`src/design/assert_macros.svh`:
```
// ----------------------------------------------------------------------------
// Assertion macros
// Concurrent assertion wrappers for the keyed cache; empty when SYNTH is set.
// ----------------------------------------------------------------------------
`ifndef ASSERT_MACROS_SVH
`define ASSERT_MACROS_SVH
`ifndef SYNTH
`define FEKC_ASSERT_IMP(lbl, ante, cons) \
  lbl: assert property (@(posedge clk) disable iff (!rst_n) (ante) |-> (cons)) \
    else $error("fekc assertion failed");
`define FEKC_ASSERT_NXT(lbl, ante, cons) \
  lbl: assert property (@(posedge clk) disable iff (!rst_n) (ante) |=> (cons)) \
    else $error("fekc assertion failed");
`else
`define FEKC_ASSERT_IMP(lbl, ante, cons)
`define FEKC_ASSERT_NXT(lbl, ante, cons)
`endif
`endif

```
`src/design/fekc_ram.sv`:
```
// ----------------------------------------------------------------------------
// fekc_ram
// Generic simple dual-port RAM, one write and one registered read port.
// ----------------------------------------------------------------------------
module fekc_ram #(
  parameter int WIDTH = 8,
  parameter int DEPTH = 16
) (
  input  logic                                  clk,
  input  logic                                  we,
  input  logic [(DEPTH > 1 ? $clog2(DEPTH) : 1)-1:0] waddr,
  input  logic [WIDTH-1:0]                      wdata,
  input  logic [(DEPTH > 1 ? $clog2(DEPTH) : 1)-1:0] raddr,
  output logic [WIDTH-1:0]                      rdata
);

  logic [WIDTH-1:0] mem [DEPTH];
  logic [WIDTH-1:0] rdata_r;

  always_ff @(posedge clk) begin
    if (we) begin
      mem[waddr] <= wdata;
    end
    rdata_r <= mem[raddr];
  end

  assign rdata = rdata_r;

endmodule

```
`config.mk`:
```
export PLATFORM = sky130hd
export DESIGN_NAME = fekc_ram
export DESIGN_NICKNAME = d
export VERILOG_FILES = /design/src/design/assert_macros.svh /design/src/design/fekc_ram.sv
export SDC_FILE = /design/constraint.sdc
export NUM_CORES = 1
export LEC_CHECK = 0
export BUFFER_PORTS_ARGS = -buffer_cell sky130_fd_sc_hd__buf_2
export CAP_MARGIN = 25
export CORE_UTILIZATION = 54
export DETAILED_ROUTE_END_ITERATION = 16
export GPL_TIMING_DRIVEN = 0
export PLACE_DENSITY = 0.82
export SYNTH_ARGS = -nofsm -noshare
export SYNTH_HDL_FRONTEND = slang
export SYNTH_SLANG_ARGS = --single-unit
```
`constraint.sdc`:
```
create_clock -name clk -period 1.6 [get_ports clk]
set_clock_uncertainty 0.05 [all_clocks]
set_input_delay 0.24 -clock clk [delete_from_list [all_inputs] [get_ports clk]]
set_output_delay 0.24 -clock clk [all_outputs]
set_load 0.005 [all_outputs]
```
==> impl_metrics.env <==
export IMPL_status="complete, no violations"
export IMPL_initial_utilization_pct=55.7
export IMPL_synth_seq_cells=136
export IMPL_grt_pass1_wl_um=14600
export IMPL_post_route_util_pct=65.0
export IMPL_critPathMaxFanout=8
export IMPL_cts_resized=0
export IMPL_p_per_area_nw_per_um2=1330
export IMPL_timing_slew_headroom_pct=44.9
export IMPL_maxCapViolCount=0
export IMPL_cts_root_buf="clkbuf_8"
export IMPL_insertion_delay_ns=0.52
export IMPL_p_leak_nw=2.03
export IMPL_placementRows=35
export IMPL_dr_pass1_iters=5
export IMPL_die_w_um=99.6
export IMPL_hold_class="in -> reg"
export IMPL_fin_ws_ns=0.121
export IMPL_r2r_start="mem[8][3]"
export IMPL_dp_hpwl_um=6010
export IMPL_cts_tree="yes"
export IMPL_crit_path_end="mem[2][1]"
export IMPL_cp_end_kind="flop"
export IMPL_hold_viol_final=0
export IMPL_nets=293
export IMPL_synth_warnings=0
export IMPL_yosys_area_top_type="edfxtp_1"
export IMPL_setup_tns_ns=0
export IMPL_crit_path_start_kind="input pin"
export IMPL_clockBufferDepth=2
export IMPL_grt_overflow_total=0
export IMPL_tightest_slew_ns=0.820
export IMPL_vias=2477
export IMPL_clock_sinks=136
export IMPL_synth_cell_types=19
export IMPL_cp_startpoint="waddr[2]"
export IMPL_period_share_pct=92.4
export IMPL_setup_viol=0
export IMPL_portBuffers=24
export IMPL_synth_area_leaders="edfxtp_1 (75%), mux4_2 (7.9%), mux4_1 (7.1%)"
export IMPL_synthCells=229
export IMPL_dp_cells=385
export IMPL_syn_num_nets=247
export IMPL_ir_drop_mv=0.823
export IMPL_critPathKind="in -> reg"
export IMPL_ys_seq_area_share_pct=77.8
export IMPL_rsz0062_at_grt="no"
export IMPL_r2r_cells=3
export IMPL_htree_num_levels=4
export IMPL_critPathArrivalTime_ns=1.57
export IMPL_syn_area_um2=5150
export IMPL_worstHoldPathCells=1
export IMPL_antenna_left=0
export IMPL_final_layout_size_suffix_gt1_share_pct=30.6
export IMPL_finalWirelength_um=9880
export IMPL_grt_max_degree=17
export IMPL_route_detailed_drc=0
export IMPL_io_pins=26
export IMPL_rr_endpoint="rdata[3]"
export IMPL_clk_pin_slew_ns=0.06
export IMPL_die_y_um=99.6
export IMPL_dieArea_um2=9930
export IMPL_max_freq_mhz=676
export IMPL_wl_per_cell_um=23.7
export IMPL_design_core_area_um2=9240
export IMPL_rrSetupSlack_ns=0.15
export IMPL_syn_avg_cell_area_um2=22.5
export IMPL_area_growth_pct=16.7
export IMPL_via_per_inst=5.94
export IMPL_gp_congestion=0.729
export IMPL_postCtsHoldBufs=0
export IMPL_instances_no_fill=417
export IMPL_cts_inserted_buffers=17
export IMPL_synth_top_cell_area_share_pct=74.7
export IMPL_grtUsageTotal_pct=22.0
export IMPL_required_ns=1.70
export IMPL_drtIter0Drc=291
export IMPL_finalCriticalPeriod_ns=1.48
export IMPL_antenna_found_initial=0
export IMPL_grt_pass1_vias=2429
export IMPL_slew_violations=0
export IMPL_diodes=0
export IMPL_postCtsSetupRepairBufs=0
export IMPL_place_ws_ns=-0.383
==> metrics by stage <==
| stage | cell area, um2 | total power, mW | hold WS, ns |
|---|---|---|---|
| 2_1_floorplan | 5150 | 4.28 | 0.289 |
| 3_3_place_gp | 5430 | 4.43 | 0.564 |
| 3_5_place_dp | 5450 | 4.45 | 0.568 |
| 4_1_cts | 6010 | 8.03 | 0.0502 |
| 5_1_grt | 6010 | 8.19 | 0.0620 |
| 6_report | 6010 | 7.99 | 0.0713 |
==> worst min-delay path by stage <==
stage | end | slack [ns] | start
6_report | mem[13][5] | 0.07 | wdata[5]
5_1_grt | mem[11][3] | 0.06 | wdata[3]
4_1_cts | mem[15][3] | 0.05 | wdata[3]
3_5_place_dp | rdata[3] | 0.57 | rdata[3]
3_3_place_gp | rdata[6] | 0.56 | rdata[6]
2_1_floorplan | mem[0][0] | 0.29 | wdata[0]
==> layer usage <==
layer	track usage, %	routed length, um
met1	29.8	3890
met2	34.3	4920
met3	5.83	823
met4	9.50	241
met5	0	0
==> sequential cells by signal, indices dropped and copies added (netlist names) <==
signal and flops:
mem 128, rdata 8
==> worst max-delay path: stages <==
cell and delay (ns):
buf_2 0.11, or3b_2 0.55, nor2_1 0.66
==> cell type report <==
class / count / area [um2]
clock buffer: 18 / 428
sequential: 136 / 4000
multi-input combinational: 83 / 1060
timing repair buffer: 27 / 135
buffer: 10 / 86.3
clock inverter: 14 / 133
tap: 129 / 161
fill: 578 / 3230
==> Yosys cell counts (all sizes together) <==
master / n
and2: 1
nand3: 1
nor2: 13
edfxtp: 128
dfxtp: 8
and2b: 1
nor2b: 1
buf: 7
nand3b: 2
clkdlybuf4s25: 3
nor3: 4
or3b: 1
nand2: 9
nand2b: 2
mux4: 32
a22oi: 16
==> cell usage in the layout, fill, tap and decap left out <==
master           synthesis  layout
clkinv_2                 0       6
a22oi_1                 16      16
nor3_2                   0       1
nor2_1                  13      13
or3b_2                   1       1
clkbuf_8                 0       2
and2b_1                  1       1
edfxtp_1               128     128
clkdlybuf4s25_2          3       3
clkinv_1                 0       1
nor2b_1                  1       1
clkinvlp_4               0       4
bufinv_16                0       2
nand3b_1                 2       2
mux4_1                  14      14
mux4_2                  18      18
clkbuf_16                0      16
nand2b_1                 2       2
nor3_1                   4       3
clkinv_4                 0       1
and2_1                   1       1
buf_4                    1       1
buf_2                    3      30
buf_6                    3       3
nand3_1                  1       1
nand2_1                  9       9
dfxtp_1                  8       8
==> cell families (layout without fill, tap and decap cells) <==
logic type	after synthesis	count (layout)	share of synthesized area, %
and+or+nand+nor	35	35	3.18
muxes	32	32	15.0
DFF	136	136	77.8
AOI/OAI and AO/OA	16	16	2.33
buffers and inverters	10	69	1.68
==> where the power goes <==
part	switching, mW	internal [mW]	leakage [nW]	total [mW]
Sequential	0.0199	3.98	1.22	4.00
Combinational	0.221	0.159	0.533	0.379
Clock	1.38	2.23	0.270	3.60
No activity file was read; power rests on OpenSTA's default activity.
